File: src/hdl/two_axis_stepper_positioner_core_macros.svh
// Assertion macros shared by the stepper positioner modules.
`ifndef TWO_AXIS_STEPPER_POSITIONER_CORE_MACROS_SVH
`define TWO_AXIS_STEPPER_POSITIONER_CORE_MACROS_SVH

// Same-cycle implication, checked on every rising edge outside reset.
`define STP_ASSERT_NOW(label, ante, cons, msg) \
  label: assert property (@(posedge clk) disable iff (rst) (ante) |-> (cons)) \
    else $error(msg);

// Next-cycle implication, checked on every rising edge outside reset.
`define STP_ASSERT_NEXT(label, ante, cons, msg) \
  label: assert property (@(posedge clk) disable iff (rst) (ante) |=> (cons)) \
    else $error(msg);

`endif

File: src/hdl/stp_pkg.sv
// Shared types, constants and helpers of the stepper positioner.
package stp_pkg;

  typedef enum logic [1:0] {
    DIR_FORWARD  = 2'd0,
    DIR_BACKWARD = 2'd1,
    DIR_STOP     = 2'd2
  } dir_t;

  // Per-axis control from the top level for one processed item.
  typedef struct packed {
    logic load;
    logic is_move;
    logic serve;
  } axis_ctl_t;

  localparam logic [15:0] PATTERNS_RESET = 16'h9A65;
  localparam int          APB_ADDR_W     = 3;
  localparam logic        REG_PHASE_PATTERNS = 1'b0;

  function automatic logic [3:0] pick_pattern(input logic [15:0] pats,
                                              input logic [1:0]  sel);
    logic [3:0] pat;
    case (sel)
      2'd0:    pat = pats[3:0];
      2'd1:    pat = pats[7:4];
      2'd2:    pat = pats[11:8];
      default: pat = pats[15:12];
    endcase
    return pat;
  endfunction

endpackage

File: src/hdl/stp_cfg.sv
// APB register holding the four shared coil patterns.
module stp_cfg (
  input  logic                            clk,
  input  logic                            rst,
  input  logic                            psel,
  input  logic                            penable,
  input  logic                            pwrite,
  input  logic [stp_pkg::APB_ADDR_W-1:0]  paddr,
  input  logic [31:0]                     pwdata,
  output logic [31:0]                     prdata,
  output logic                            pready,
  output logic [15:0]                     patterns
);

  logic reg_hit;

  assign reg_hit = (paddr[stp_pkg::APB_ADDR_W-1] == stp_pkg::REG_PHASE_PATTERNS);
  assign pready  = 1'b1;
  assign prdata  = reg_hit ? {16'd0, patterns} : 32'd0;

  always_ff @(posedge clk) begin
    if (rst) begin
      patterns <= stp_pkg::PATTERNS_RESET;
    end else if (psel && penable && pwrite && pready && reg_hit) begin
      patterns <= pwdata[15:0];
    end
  end

endmodule

File: src/hdl/stp_axis.sv
// State and step logic of one stepper axis.
module stp_axis (
  input  logic                clk,
  input  logic                rst,
  input  stp_pkg::axis_ctl_t  ctl,
  input  logic signed [15:0]  target,
  input  logic [15:0]         patterns,
  output logic signed [15:0]  position,
  output logic                moving,
  output logic [3:0]          coil_nibble
);

  stp_pkg::dir_t dir, dir_next;
  logic [15:0] distance, distance_next;
  logic [15:0] step_count, step_count_next;
  logic [1:0]  phase, phase_next;
  logic signed [15:0] position_next;
  logic [15:0] count_stepped;
  logic [1:0]  pattern_sel;

  always_comb begin
    case (dir)
      stp_pkg::DIR_FORWARD, stp_pkg::DIR_BACKWARD: moving = 1'b1;
      default:                                     moving = 1'b0;
    endcase
  end

  // Going backward walks the table in reverse, which is the inverted phase.
  assign pattern_sel = (dir == stp_pkg::DIR_FORWARD) ? phase : ~phase;

  always_comb begin
    dir_next        = dir;
    distance_next   = distance;
    step_count_next = step_count;
    phase_next      = phase;
    position_next   = position;
    count_stepped   = 16'd0;
    coil_nibble     = 4'd0;
    if (ctl.is_move) begin
      if (target > position) begin
        dir_next      = stp_pkg::DIR_FORWARD;
        distance_next = target - position;
      end else if (target < position) begin
        dir_next      = stp_pkg::DIR_BACKWARD;
        distance_next = position - target;
      end else begin
        dir_next      = stp_pkg::DIR_STOP;
        distance_next = 16'd0;
      end
    end else if (ctl.serve) begin
      if (moving) begin
        count_stepped = step_count + 16'd1;
        coil_nibble   = stp_pkg::pick_pattern(patterns, pattern_sel);
        phase_next    = phase + 2'd1;
        if (dir == stp_pkg::DIR_FORWARD) begin
          position_next = position + 16'sd1;
        end else begin
          position_next = position - 16'sd1;
        end
      end
      step_count_next = count_stepped;
      if (count_stepped == distance) begin
        dir_next        = stp_pkg::DIR_STOP;
        distance_next   = 16'd0;
        step_count_next = 16'd0;
      end
    end
  end

  always_ff @(posedge clk) begin
    if (rst) begin
      dir        <= stp_pkg::DIR_STOP;
      distance   <= 16'd0;
      step_count <= 16'd0;
      phase      <= 2'd0;
      position   <= 16'sd0;
    end else if (ctl.load) begin
      dir        <= dir_next;
      distance   <= distance_next;
      step_count <= step_count_next;
      phase      <= phase_next;
      position   <= position_next;
    end
  end

  `include "two_axis_stepper_positioner_core_macros.svh"

  // A distinct target always gives a non-zero distance, so a moving axis never has none.
  `STP_ASSERT_NOW(a_moving_has_distance, moving, distance != 16'd0,
                  "moving axis with zero distance")
  `STP_ASSERT_NOW(a_stopped_no_distance, dir == stp_pkg::DIR_STOP, distance == 16'd0,
                  "stopped axis keeps a distance")
  `STP_ASSERT_NEXT(a_serve_stopped_holds, ctl.load && ctl.serve && !moving,
                   position == $past(position) && phase == $past(phase),
                   "stopped axis stepped")

endmodule

File: src/hdl/two_axis_stepper_positioner_core.sv
// Top level of the two-axis stepper positioner: input register, axes and coil port.
//
// Each transfer on the item channel is a move (new targets for both axes) or a tick
// that serves X and Y in turn and steps the served axis, if moving, by one full step.
// The block accepts one item in every cycle unless item_stall is high; the result of
// an item appears on the result channel at the edge at which the item leaves the input
// register. Behind the single input register, the axis state registers double as the
// result register: while a result is stalled, at most one further item waits in the
// input register and item_stall rises. Coil patterns are written through the APB port
// at addresses 0 to 3 while idle, a rule for the user that the block does not enforce.
module two_axis_stepper_positioner_core (
  input  logic                            clk,
  input  logic                            rst,
  input  logic                            item_valid,
  output logic                            item_stall,
  input  logic                            operation,
  input  logic signed [15:0]              target_x,
  input  logic signed [15:0]              target_y,
  output logic                            result_valid,
  input  logic                            result_stall,
  output logic [7:0]                      coil_port,
  output logic                            served_axis,
  output logic signed [15:0]              x_position,
  output logic signed [15:0]              y_position,
  output logic                            x_moving,
  output logic                            y_moving,
  input  logic                            psel,
  input  logic                            penable,
  input  logic                            pwrite,
  input  logic [stp_pkg::APB_ADDR_W-1:0]  paddr,
  input  logic [31:0]                     pwdata,
  output logic [31:0]                     prdata,
  output logic                            pready
);

  logic               held;
  logic               op_held;
  logic signed [15:0] tx_held;
  logic signed [15:0] ty_held;
  logic               advance;
  logic               is_tick;
  logic               next_axis;
  logic [15:0]        patterns;
  logic [3:0]         x_nibble;
  logic [3:0]         y_nibble;
  logic [7:0]         coil_port_next;
  stp_pkg::axis_ctl_t x_ctl, y_ctl;

  assign advance    = held && (!result_valid || !result_stall);
  assign item_stall = held && result_valid && result_stall;
  assign is_tick    = !op_held;

  assign x_ctl = '{load: advance, is_move: op_held, serve: is_tick && !next_axis};
  assign y_ctl = '{load: advance, is_move: op_held, serve: is_tick && next_axis};

  stp_cfg u_cfg (
    .clk      (clk),
    .rst      (rst),
    .psel     (psel),
    .penable  (penable),
    .pwrite   (pwrite),
    .paddr    (paddr),
    .pwdata   (pwdata),
    .prdata   (prdata),
    .pready   (pready),
    .patterns (patterns)
  );

  stp_axis u_axis_x (
    .clk         (clk),
    .rst         (rst),
    .ctl         (x_ctl),
    .target      (tx_held),
    .patterns    (patterns),
    .position    (x_position),
    .moving      (x_moving),
    .coil_nibble (x_nibble)
  );

  stp_axis u_axis_y (
    .clk         (clk),
    .rst         (rst),
    .ctl         (y_ctl),
    .target      (ty_held),
    .patterns    (patterns),
    .position    (y_position),
    .moving      (y_moving),
    .coil_nibble (y_nibble)
  );

  // A tick rewrites only the served axis's nibble; a move leaves the port alone.
  always_comb begin
    coil_port_next = coil_port;
    if (is_tick) begin
      if (next_axis) begin
        coil_port_next = {y_nibble, coil_port[3:0]};
      end else begin
        coil_port_next = {coil_port[7:4], x_nibble};
      end
    end
  end

  always_ff @(posedge clk) begin
    if (rst) begin
      held         <= 1'b0;
      result_valid <= 1'b0;
      next_axis    <= 1'b0;
      coil_port    <= 8'd0;
      served_axis  <= 1'b0;
    end else begin
      if (item_valid && !item_stall) begin
        held <= 1'b1;
      end else if (advance) begin
        held <= 1'b0;
      end
      if (advance) begin
        result_valid <= 1'b1;
        coil_port    <= coil_port_next;
        served_axis  <= is_tick && next_axis;
        if (is_tick) begin
          next_axis <= !next_axis;
        end
      end else if (!result_stall) begin
        result_valid <= 1'b0;
      end
    end
  end

  always_ff @(posedge clk) begin
    if (item_valid && !item_stall) begin
      op_held <= operation;
      tx_held <= target_x;
      ty_held <= target_y;
    end
  end

  `include "two_axis_stepper_positioner_core_macros.svh"

  `STP_ASSERT_NEXT(a_tick_flips_axis, advance && is_tick, next_axis != $past(next_axis),
                   "tick did not hand over to the other axis")
  `STP_ASSERT_NEXT(a_x_tick_keeps_y, advance && is_tick && !next_axis,
                   coil_port[7:4] == $past(coil_port[7:4]),
                   "X tick disturbed the Y coils")
  `STP_ASSERT_NEXT(a_move_keeps_port, advance && !is_tick,
                   coil_port == $past(coil_port) && !served_axis,
                   "move changed the coil port")

endmodule
File: config.mk
export PLATFORM = sky130hd
export DESIGN_NAME = two_axis_stepper_positioner_core
export DESIGN_NICKNAME = d
export VERILOG_FILES = /design/src/hdl/stp_pkg.sv /design/src/hdl/stp_cfg.sv /design/src/hdl/stp_axis.sv /design/src/hdl/two_axis_stepper_positioner_core.sv
export VERILOG_INCLUDE_DIRS = /design/src /design/src/hdl
export SDC_FILE = /design/constraint.sdc
export NUM_CORES = 1
export LEC_CHECK = 0
export BUFFER_PORTS_ARGS = -buffer_cell sky130_fd_sc_hd__buf_2
export CORE_ASPECT_RATIO = 1.2
export CORE_MARGIN = 4
export CORE_UTILIZATION = 60
export CTS_CLUSTER_DIAMETER = 150
export DETAILED_ROUTE_END_ITERATION = 7
export PLACE_DENSITY = 0.89
export SYNTH_ARGS = -nofsm -noshare
export SYNTH_HDL_FRONTEND = slang
export SYNTH_SLANG_ARGS = --single-unit
export TNS_END_PERCENT = 30
File: constraint.sdc
create_clock -name clk -period 4.36 [get_ports clk]
set_clock_uncertainty 0.1 [all_clocks]
set_input_delay 0.654 -clock clk [delete_from_list [all_inputs] [get_ports clk]]
set_output_delay 0.654 -clock clk [all_outputs]
set_load 0.1 [all_outputs]
# [Yosys cells after proc, flatten, opt, wreduce, memory -nomap -nowiden]
# Cells that the tools add are included.
[totals] register_bits=165 input_bits=75
[classes] addsub=12 magnitude_cmp=4 n_eq_ne=9 mux=45 bitwise_logic=5 n_reduce_logical=35
[op_table] operator="16-bit two-way mux" n=21
[op_table] operator="16-bit subtractor" n=4
[op_table] operator="16-bit by 1-bit adder with 16-bit output, second input constant" n=2
[op_table] operator="16-bit by 2-bit adder with 16-bit output, second input constant" n=2
[op_table] operator="16-bit == test" n=2
[op_table] operator="16-bit greater-than comparator" n=2
[op_table] operator="16-bit < comparator" n=2
[op_table] operator="16-bit by 2-bit subtractor with 16-bit output, second input constant" n=2
[op_table] operator="2-bit two-way mux" n=12
[op_table] operator="4-bit one-hot mux with 3 select lines" n=2
[op_table] operator="3-bit AND reduction" n=6
[op_table] operator="4-bit two-way mux" n=4
[op_table] operator="2-bit nonzero test" n=5
[op_table] operator="1-bit logical AND" n=9
[op_table] operator="2-bit by 1-bit == test with 1-bit output, second input constant" n=4
[op_table] operator="2-bit logical NOT" n=4
[op_table] operator="4-bit AND reduction" n=2
[op_table] operator="1-bit two-way mux" n=6
[op_table] operator="1-bit logical NOT" n=5
[op_table] operator="2-bit by 1-bit adder with 2-bit output, second input constant" n=2
[op_table] operator="2-bit == test, second input constant" n=2
[op_table] operator="2-bit NOT" n=2
[op_table] operator="2-bit OR reduction" n=2
[op_table] operator="1-bit NOT" n=3
[op_table] operator="other kinds (3)" n=3

# [Longest topological paths before layout]
# Gate-level depths: netlist of run 1.
[logic_depth] ltp_word=10 mapped_depth=15

# [By module]
# A second synthesis of run 1 with hierarchy kept.
[unflattened] cells_unflattened=1624 area_unflattened_um2=13255.2
[modules_own_cells] mod="stp_axis (u_axis_x)" n_inst=1 cells_each=727 area_each_um2=5437.7
[modules_own_cells] mod="stp_axis (u_axis_y)" n_inst=1 cells_each=703 area_each_um2=5362.6
[modules_own_cells] mod="two_axis_stepper_positioner_core" n_inst=1 cells_each=88 area_each_um2=1507.7
[modules_own_cells] mod="stp_cfg" n_inst=1 cells_each=106 area_each_um2=947.2

# [Worst setup path after synthesis of run 1]
# No wires, ideal clock.
[synth_timing] path_type="register to register" start="reg u_axis_x.position[0]" end="reg u_axis_x.distance[7]" setup_time_ps=117 t_arrival_ps=3880 setup_slack_ps=263 path_stages_with_launch=14 n_path_buf=2 synth_period_minus_slack_ps=4097 cell_sequence="dfxtp_1 -> ha_1 -> inv_1 -> fa_1 -> a21o_1 -> a221o_1 -> a21bo_2 -> a31oi_1 -> o21a_1 -> buf_2 -> nor2_1 -> clkbuf_1 -> a221o_1 -> a32o_1"
[synth_via] elab_chain_len=4 elab_cells_between_ends=7
[synth_lines] element="start: declaration" line_no="stp_axis.sv:8" source="output logic signed [15:0] position,"
[synth_lines] element="start signal: assignment" line_no="stp_axis.sv:82" source="position <= position_next;"
[synth_lines] element="16-bit subtractor / 16-bit < comparator (equally long branches)" line_no="stp_axis.sv:45, stp_axis.sv:43"
[synth_lines] element="16-bit two-way mux" line_no="stp_axis.sv:43" source="end else if (target < position) begin"
[synth_lines] element="16-bit two-way mux *" line_no="stp_axis.sv:40" source="if (target > position) begin"
[synth_lines] element="16-bit two-way mux *" line_no="stp_axis.sv:39" source="if (ctl.is_move) begin"
[synth_lines] element="end signal: assignment" line_no="stp_axis.sv:79" source="distance <= distance_next;"
[synth_lines] element="end: declaration" line_no="stp_axis.sv:14" source="logic [15:0] distance, distance_next;"
# Every way passes the cells marked *; elsewhere a longest branch is shown, timed or not.
# A chain may end at the register's enable or synchronous reset.

# [Final worst setup path of run 1]
[layout_timing] start="reg u_axis_x.dir[0]" end="reg u_axis_x.position[15]"
[layout_via] elab_chain_len=4 elab_cells_between_ends=6
[layout_lines] element="start: declaration" line_no="stp_axis.sv:13" source="stp_pkg::dir_t dir, dir_next;"
[layout_lines] element="start signal: assignment" line_no="stp_axis.sv:72" source="dir <= stp_pkg::DIR_STOP;"
[layout_lines] element="start signal: assignment" line_no="stp_axis.sv:78" source="dir <= dir_next;"
[layout_lines] element="2-bit by 1-bit == test with 1-bit output / 2-bit logical NOT (equally long branches)" line_no="stp_axis.sv:22, stp_axis.sv:55"
[layout_lines] element="2-bit OR reduction" line_no="stp_axis.sv:22" source="case (dir)"
[layout_lines] element="1-bit two-way mux" line_no="stp_axis.sv:22"
[layout_lines] element="4-bit AND reduction (no source line)"
# Parallel ways exist; a longest one is shown, timed or not.

==> results.toml, run 1 <==
[routing]
wl_met3_um = 1870
drc = 0
wl_met1_um = 12500
via_count = 11651
top_layer_used = "met4"
wl_met2_um = 16700
wl_per_cell_um = 17.6
firstDrtPassIters = 8
viasPerCell = 6.32
drt_iter0_markers = 1057
drt-total-wl_um = 32400
postRouteAntennaNets = 0

[clock_tree]
cts.sinks = 165
cts_setup_buffers = 0
clock-root-buffer = "clkbuf_16"
htree_levels = 4
clkTransAtPathRegs_ns = 0.07
cts-buffers-inserted = 17
cts-resized-gates = 0
clk_path_buf_depth = 2
cts_tree = "built"
insertion_delay_ns = 0.44
ctsHoldBuffers = 0

[global_routing]
grt_pass1_vias = 11275
grt_max_degree = 53
overflow = 0
grt_usage = 0.288
grt_pass1_wl_um = 53200
antenna_found_initial = 0

[min_path]
worstHoldPathType = "primary input to flip-flop"
min_from = "target_x[5]"
whs_path_depth = 1
holdPathEnd = "tx_held[5]"

[worst_setup_path]
ff2ff_setup_slack_ns = 0.36
max_stage_delay_ns = 0.51
crit_arrival_ns = 4.23
worstPathBufferInverterCount = 1
worst_path_dominant_cell_family = "compound AO/OA/AOI/OAI gates"
critPathRequiredTime_ns = 4.59
timing.rr.start = "u_axis_x.dir[0]"
crit_type = "flip-flop to flip-flop"
end_kind = "flip-flop"
cp_max_fo = 15
crit_chain = "nor2_1 > inv_1 > ha_1 > a21o_1 > a21oi_1 > o21ai_0 > nand2_1 > o31ai_1 > a41oi_1 > mux2i_1 > o21ai_0 > mux2_2"
crit_slowest_cell = "o31ai_1"
rr_endpoint = "u_axis_x.position[15]"
critPathLaunchType = "flip-flop"
r2r_cells = 12
crit_top_cell = "o21ai_0"

[finish]
final_util = 0.680
instances_no_fill = 1843
num-nets-final = 1742
n_antenna_cell = 0
drive_gt1_frac = 0.119
syn_to_final_growth_pct = 10.5
fillCellCount = 1578
seqCellArea_um2 = 3630
multi_input_area_um2 = 7750

[floorplanning]
dieArea_um2 = 22600
ios = 153
die_y_um = 164
rows = 56
start_util = 0.616
fp.coreArea_um2 = 19800
die_x_um = 138

[yosys]
yosysWarnings = 0
synth_compound_area_frac = 0.238
synthTopCellsByArea = "dfxtp_1, ha_1, edfxtp_1, a21oi_1, nand2_1"
avgSynthCellArea_um2 = 8.16
synth_simple_gate_area_share = 0.205
synthXorXnorAreaFrac = 0.0547
synth_area_um2 = 12200
ys_types = 80
synth_fa_ha_area_frac = 0.104
yosysTopAreaCell = "dfxtp_1"
synthMuxAreaShare = 0.0289
synth_edf_count = 33
synth_top_area_frac = 0.217
ys_ff_latch = 165
synthCells = 1490
synthFlopType = "dfxtp_1"
synthArstFlopShare = 0
synth_top_family_by_area = "compound AO/OA/AOI/OAI gates"
ys_seq_area_frac = 0.299

[placement]
finalWeightedCongestion = 0.904
post-dp-hpwl_um = 23900
dp_cells = 1811
placement.io_buffers = 117
place_ws_ns = 0.496

[timing]
rsz0062_at_grt = "no"
slew_viol_final = 0
final-hold-violation-count = 0
worst_slack_ns = 0.360
post-route-period-util = 0.917
fmax_mhz = 250
setup_viol = 0
setup_tns_ns = 0
period_needed_ns = 4.00
relSlewSlack = 0.252
worst_slew_pin_slew_ns = 1.12

[status]
status = "complete, no violations"

[power_and_ir_drop]
p_per_area_nw_per_um2 = 285
vdd_ir_drop_max_uv = 288
p_leak_uw = 0.00557
totalPowerFinal_uw = 3840

[flow_run]
maxCapViolations = 0
stage by stage:
step                hold slack [ns]  cell area (um^2)
floorplan                     0.344             12200
global placement              0.342             12800
detailed placement            0.353             12800
CTS                           0.278             13400
global route                  0.277             13400
finish                        0.283             13400
routing by layer:
| layer | track usage | vias to the layer above |
|---|---|---|
| met5 | 0 | - |
| met3 | 0.0392 | 123 |
| met2 | 0.523 | 494 |
| li1 | - | 5547 |
| met1 | 0.334 | 5487 |
| met4 | 0.128 | 0 |
flip-flops by register name, indices dropped and copies added (netlist names), 2 cells and up:
register	count
tx_held	16
ty_held	16
u_axis_x.distance	16
u_axis_x.position	16
u_axis_x.step_count	16
u_axis_y.distance	16
u_axis_y.position	16
u_axis_y.step_count	16
u_cfg.patterns	16
coil_port	8
u_axis_x.dir	2
u_axis_x.phase	2
u_axis_y.dir	2
u_axis_y.phase	2
synthesized netlist by cell type (29+ instances only):
master / n
nand2_1: 164
dfxtp_1: 132
a21oi_1: 125
inv_1: 110
nor2_1: 102
ha_1: 92
o21ai_0: 64
clkbuf_1: 55
nand3_1: 48
xnor2_1: 43
nor3_1: 40
nor2b_1: 35
edfxtp_1: 33
a21o_1: 29
a221o_1: 29
worst max-delay path by stage:
stage	from	end	slack (ns)	cells past startpoint
CTS	u_axis_x.dir[0]	u_axis_x.position[15]	0.43	12
detailed placement	u_axis_x.dir[0]	u_axis_x.position[15]	0.50	12
global route	u_axis_x.dir[0]	u_axis_x.position[15]	0.13	12
global placement	u_axis_x.step_count[1]	u_axis_x.dir[0]	0.55	9
finish	u_axis_x.dir[0]	u_axis_x.position[15]	0.36	12
floorplan	u_axis_x.position[0]	u_axis_x.distance[7]	0.26	13
layout make-up:
type,instances,area share
multi-input cells,1139,0.577
well taps,261,0.0243
repair buffers,135,0.0536
clock inverters,11,0.00661
inverters,111,0.0310
flip-flops and latches,165,0.270
clock buffers,21,0.0374
where the power goes:
group / total, uW / switching (uW) / internal [uW]
clock network: 1490 / 660 / 834
logic: 705 / 474 / 230
registers: 1640 / 38.6 / 1600
total: 3840 / 1170 / 2660
cells by family after synthesis:
logic type / count (synthesis)
DFF: 165
and+or+nand+nor: 507
adders and majority gates: 98
other: 2
muxes: 25
AOI/OAI and AO/OA: 421
buffers and inverters: 201
xor gates and xnor gates: 71
worst register-to-register path, cell delays in order (launching register included):
cell	delay, ns
dfxtp_1	0.36
nor2_1	0.37
inv_1	0.41
ha_1	0.42
a21o_1	0.11
a21oi_1	0.10
o21ai_0	0.39
nand2_1	0.13
o31ai_1	0.51
a41oi_1	0.28
mux2i_1	0.17
o21ai_0	0.19
mux2_2	0.35
placed cells by master (no fill, tap or decap), types with 33 or more instances in the layout:
master,synthesis,routed
nand3_1,48,48
a21oi_1,125,125
o21ai_0,64,64
nand2_1,164,164
nor2b_1,35,34
buf_2,10,117
ha_1,92,92
xnor2_1,43,43
nor3_1,40,40
inv_1,110,110
dfxtp_1,132,132
edfxtp_1,33,33
nor2_1,102,101
Power figures use the tool's default switching activity.
==> run 2, diff against run 1 <==
ABC_AREA = 1   (was not set)
==> run 2 against run 1 <==
Cell area rose by 5.8%. Register-to-register slack improved by 0.60 ns. Non-clock buffer count fell by 12. Global-route usage fell by 0.17 points. Cell count rose by 29%. Clock-buffer cell count fell by 2. Sequential share of layout area fell by 1.5 points. Utilization fell by 0.93 points. Clock power barely moved. Worst hold slack got worse by 0.0063 ns. Die area rose by 6.9%. Flip-flop and latch count did not move. Critical path type unchanged. Critical endpoint is now u_axis_y.position[13]. Largest cell class unchanged. Largest power group unchanged.
==> results.toml, run 2 <==
[placement]
placed_area_um2 = 13700
placement.io_buffers = 117
finalWeightedCongestion = 0.975
post-dp-hpwl_um = 26700

[global_routing]
met2_usage = 0.492
grt.met1_usage = 0.367
grt_pass1_wl_um = 58000
grt-busiest-layer = "met2"
met3_usage = 0.0344
overflow = 0
grt_pass1_vias = 12490
grt_max_degree = 76
antenna_found_initial = 0
grt_usage = 0.287

[timing]
worst_slew_pin_slew_ns = 1.20
setup_tns_ns = 0
period_needed_ns = 3.40
rsz0062_at_grt = "no"
slew_viol_final = 0
relSlewSlack = 0.198
setup_viol = 0
final-hold-violation-count = 0
post-route-period-util = 0.781
fmax_mhz = 294

[finish]
multi_input_area_um2 = 7990
fillCellCount = 1884
n_antenna_cell = 0
layout_common_cells = "nand2_1, inv_1, nor2_1"
drive_gt1_frac = 0.0918
final_common_cell = "nand2_1"
num-nets-final = 2262
final_cell_area_um2 = 14200
syn_to_final_growth_pct = 8.89
seqCellArea_um2 = 3630

[routing]
postRouteAntennaNets = 0
viasPerCell = 5.49
via_count = 13027
firstDrtPassIters = 6
drt_iter0_markers = 1069
wl_per_cell_um = 14.6
drt-total-wl_um = 34600
drc = 0

[clock_tree]
ctsHoldBuffers = 0
clkTransAtPathRegs_ns = 0.08
cts_setup_buffers = 0
insertion_delay_ns = 0.45
htree_levels = 4
cts_tree = "built"
cts.sinks = 165
cts-resized-gates = 0
clk_path_buf_depth = 2
clock-root-buffer = "clkbuf_16"
cts-buffers-inserted = 17

[yosys]
synth.most_common_cell = "nand2_1"
ys_ff_latch = 165
yosysTopAreaCell = "dfxtp_1"
synth_top_area_frac = 0.202
synthFlopType = "dfxtp_1"
synthTopCellsByArea = "dfxtp_1, nand2_1, ha_1, inv_1, edfxtp_1"
synth_area_um2 = 13100
ys_types = 50
synth_edf_count = 33
synthCells = 2007
avgSynthCellArea_um2 = 6.50
yosys-top-cells-count = "nand2_1, inv_1, nor2_1"
ys_seq_area_frac = 0.278
synthArstFlopShare = 0
yosysWarnings = 0

[floorplanning]
ios = 153
rows = 58
start_util = 0.616
fp.coreArea_um2 = 21200
die_x_um = 143
dieArea_um2 = 24200
die_y_um = 170

[power_and_ir_drop]
vdd_ir_drop_max_uv = 307
p_leak_uw = 0.00706
p_per_area_nw_per_um2 = 291

[worst_setup_path]
worstPathBufferInverterCount = 1
timing.rr.start = "u_axis_y.dir[1]"
critPathLaunchType = "flip-flop"
rr_endpoint = "u_axis_y.position[13]"
crit_chain = "nor2_1 > inv_1 > ha_1 > nand3_1 > nand3_1 > a21oi_1 > o21ai_0 > nand2_1 > o21bai_1 > a21oi_1 > nand2_1 > nand2_1 > nor2_1 > a21oi_1"
worstSetupStartpoint = "u_axis_y.dir[1]"
worst-path-stages = 14
crit_slowest_cell = "ha_1"
crit_arrival_ns = 3.62
ff2ff_setup_slack_ns = 0.96
worst_path_dominant_cell_family = "simple AND/OR/NAND/NOR gates"
end_kind = "flip-flop"
cp_max_fo = 15
crit_type = "flip-flop to flip-flop"
max_stage_delay_ns = 0.48
critPathRequiredTime_ns = 4.58
r2r_cells = 14

[min_path]
min_from = "target_x[14]"
whs_path_depth = 1
holdPathEnd = "tx_held[14]"
worstHoldPathType = "primary input to flip-flop"

[flow_run]
maxCapViolations = 0

[status]
status = "complete, no violations"
[run 2: how the worst max path moves through the flow]
stage / to / slack [ns]
after detailed placement: u_axis_x.position[15] / 1.03
final: u_axis_y.position[13] / 0.96
after global routing: u_axis_y.position[13] / 0.72
after CTS: u_axis_x.position[15] / 1.02
after global placement: u_axis_x.position[15] / 1.09
after floorplan: op_held / 0.74
[run 2: stage by stage]
| step | utilization | power [uW] | hold slack, ns | instances | worst slack, ns |
|---|---|---|---|---|---|
| final | 0.671 | 4130 | 0.276 | 2372 | 0.956 |
| after global routing | 0.671 | 4320 | 0.272 | 2372 | 0.717 |
| after CTS | 0.671 | 4140 | 0.268 | 2372 | 1.02 |
| after detailed placement | 0.644 | 2680 | 0.350 | 2340 | 1.03 |
| after global placement | 0.644 | 2660 | 0.350 | 2340 | 1.09 |
| after floorplan | - | 2510 | 0.342 | 2022 | 0.735 |
[run 2: cells by family after synthesis]
logic type,Yosys count,share of synthesized area
other,2,0.000575
adders and majority gates,98,0.0974
DFF,165,0.278
xor gates and xnor gates,73,0.0490
buffers and inverters,358,0.114
and+or+nand+nor,939,0.304
AOI/OAI and AO/OA,372,0.156
[run 2: layout make-up]
class / count / area share
clock buffer: 19 / 0.0312
clock inverter: 13 / 0.00827
inverter: 283 / 0.0747
multi-input combinational: 1499 / 0.562
sequential: 165 / 0.256
tap: 270 / 0.0238
timing repair buffer: 123 / 0.0444
[run 2: power by group]
group | internal, uW | switching [uW]
combinational | 283 | 713
clock | 763 | 709
sequential | 1610 | 50.6
total | 2660 | 1470
[run 2: routing by layer]
layer / up-vias / share of wire
met1: 5781 / 0.43
met4: 0 / 0.032
met3: 86 / 0.062
li1: 6649 / -
met2: 511 / 0.47
met5: - / 0
[run 2: worst reg2reg max path, cell delays in order, from the launching register on]
cell	delay, ns
dfxtp_1	0.38
nor2_1	0.43
inv_1	0.40
ha_1	0.48
nand3_1	0.09
nand3_1	0.12
a21oi_1	0.12
o21ai_0	0.39
nand2_1	0.14
o21bai_1	0.25
a21oi_1	0.13
nand2_1	0.08
nand2_1	0.05
nor2_1	0.09
a21oi_1	0.04
==> run 3, diff against run 2 <==
ABC_AREA = 0   (was 1)
CORE_UTILIZATION = 54   (was 60)
PLACE_DENSITY = 0.85   (was 0.89)
clock period = 3 ns   (was 4.36 ns; I/O delays follow)
==> run 3 against run 2 <==
The run now ends with setup timing left. Non-clock buffer count up 196. Critical path depth down 2. First-iteration DRC count up 4.2%. Combinational power up 32%. Die area up 3.4%. Sequential power up 42%. Routed wire length up 13%.
==> results.toml, run 3 (synthesized netlist as in run 1, its figures left out) <==
[status]
status = "complete, but fails checks"
violations = "setup timing"

[routing]
drt-total-wl_um = 39100
drt_iter0_markers = 1114
via_count = 12709
postRouteAntennaNets = 0
drc = 0
firstDrtPassIters = 7
viasPerCell = 6.23
wl_per_cell_um = 19.2

[worst_setup_path]
critPathRequiredTime_ns = 3.22
crit_type = "flip-flop to flip-flop"
cp_max_fo = 6
crit_arrival_ns = 3.57
worst_path_dominant_cell_family = "simple AND/OR/NAND/NOR gates"
critPathLaunchType = "flip-flop"
end_kind = "flip-flop"
crit_slowest_cell = "nor4_4"
worstPathBufferInverterCount = 2
crit_chain = "ha_4 > nand4_1 > buf_6 > nor4_4 > mux2i_1 > xor2_1 > nand4_1 > nor4_4 > a31oi_2 > and2_4 > clkbuf_16 > a32o_1"
max_stage_delay_ns = 0.46

[finish]
final_common_cell = "buf_4"
final_cell_area_um2 = 15700
drive_gt1_frac = 0.285
syn_to_final_growth_pct = 29.2
fillCellCount = 1559
num-nets-final = 1926
layout_common_cells = "buf_4, nand2_1, buf_2"

[global_routing]
antenna_found_initial = 0
grt_max_degree = 67
grt_pass1_vias = 12325
grt_usage = 0.288
overflow = 0
grt_pass1_wl_um = 59900

[clock_tree]
cts-buffers-inserted = 17
htree_levels = 4
cts.sinks = 165
ctsHoldBuffers = 0
cts_tree = "built"
clock-root-buffer = "clkbuf_16"
clk_path_buf_depth = 2
insertion_delay_ns = 0.44
clkTransAtPathRegs_ns = 0.07

[placement]
post-dp-hpwl_um = 27500
placed_area_um2 = 14500
finalWeightedCongestion = 0.934
place_ws_ns = -0.265
placement.io_buffers = 117

[power_and_ir_drop]
p_leak_uw = 0.00675
p_per_area_nw_per_um2 = 374
vdd_ir_drop_max_uv = 405

[timing]
setup_viol = 68
post-route-period-util = 1.12
worst_slack_ns = -0.352
relSlewSlack = 0.338
slew_viol_final = 0
rsz0062_at_grt = "yes"
period_needed_ns = 3.35
final-hold-violation-count = 0
fmax_mhz = 298
worst_slew_pin_slew_ns = 0.990

[floorplanning]
fp.coreArea_um2 = 21900
ios = 153
rows = 59
dieArea_um2 = 25000
die_y_um = 172
die_x_um = 145
start_util = 0.555

[flow_run]
maxCapViolations = 0

[min_path]
worstHoldPathType = "primary input to flip-flop"
==> run 3: cell count changes in the layout (fill, tap and decap cells not counted), sizes merged, moves of 58 or more <==
cell,previous run,this run
nand2,515,164
buf,123,316
inv,288,112
nand3,153,48
nor2,202,102
a21oi,189,125
o21ai,123,65
==> run 3: routing by layer <==
metal | vias up | part of all wire | wire (um) | GRT usage
li1 | 5934 | - | - | -
met1 | 6032 | 0.39 | 15400 | 0.348
met2 | 610 | 0.49 | 19300 | 0.513
met3 | 133 | 0.074 | 2890 | 0.0498
met4 | 0 | 0.038 | 1500 | 0.117
met5 | - | 0 | 0 | 0
==> run 3: worst register-to-register path, cell delays in order, from the launching register on <==
cell,delay [ns]
dfxtp_4,0.37
ha_4,0.13
nand4_1,0.17
buf_6,0.20
nor4_4,0.28
mux2i_1,0.27
xor2_1,0.26
nand4_1,0.28
nor4_4,0.46
a31oi_2,0.17
and2_4,0.19
clkbuf_16,0.15
a32o_1,0.20
==> run 3: final timing paths <==
path	startpoint	to	slack, ns	cells after the start
hold / removal	target_y[5]	ty_held[5]	0.08	1
setup / recovery	u_axis_y.step_count[0]	u_axis_y.distance[8]	-0.35	12
setup reg to reg	u_axis_y.step_count[0]	u_axis_y.distance[8]	-0.35	12
hold reg to reg	u_axis_y.distance[15]	u_axis_y.distance[15]	0.37	2
==> run 3: per-stage QoR <==
step / hold WS, ns / setup TNS (ns) / std cells / power, uW / utilization
2_1_floorplan: 0.344 / -2.40 / 1505 / 3230 / -
3_3_place_gp: 0.353 / -3.73 / 1995 / 3550 / 0.659
3_5_place_dp: 0.360 / -6.97 / 1995 / 3580 / 0.659
4_1_cts: 0.0759 / -2.51 / 2029 / 5760 / 0.692
5_1_grt: 0.0813 / -21.88 / 2040 / 6070 / 0.717
6_report: 0.0829 / -14.35 / 2041 / 5870 / 0.717
==> run 3: layout make-up <==
cell class              instances  area, um^2  share of cell area
diodes                          1        2.50            0.000159
clock buffers                  22         485              0.0309
clock inverters                10        93.8             0.00597
inverters                     111         417              0.0265
multi-input cells            1139        8390               0.534
flip-flops and latches        165        3740               0.238
well taps                     274         343              0.0218
repair buffers                319        2250               0.143
==> run 3: power breakdown <==
part / leakage [uW] / internal, uW / switching, uW / total (uW)
combinational: 0.00505 / 518 / 792 / 1310
clock: 0.000280 / 1240 / 954 / 2190
sequential: 0.00142 / 2310 / 62.8 / 2370
total: 0.00675 / 4060 / 1810 / 5870
==> run 3: what timing repair did <==
item / 4_1_cts / 5_1_grt
endpoints found under the setup margin: 56 / 70
endpoints found under the hold margin: 0 / 0
gates cloned: 0 / 4
pin swaps: 8 / 38
resized for setup: 29 / 95
buffers inserted: 2 / 9
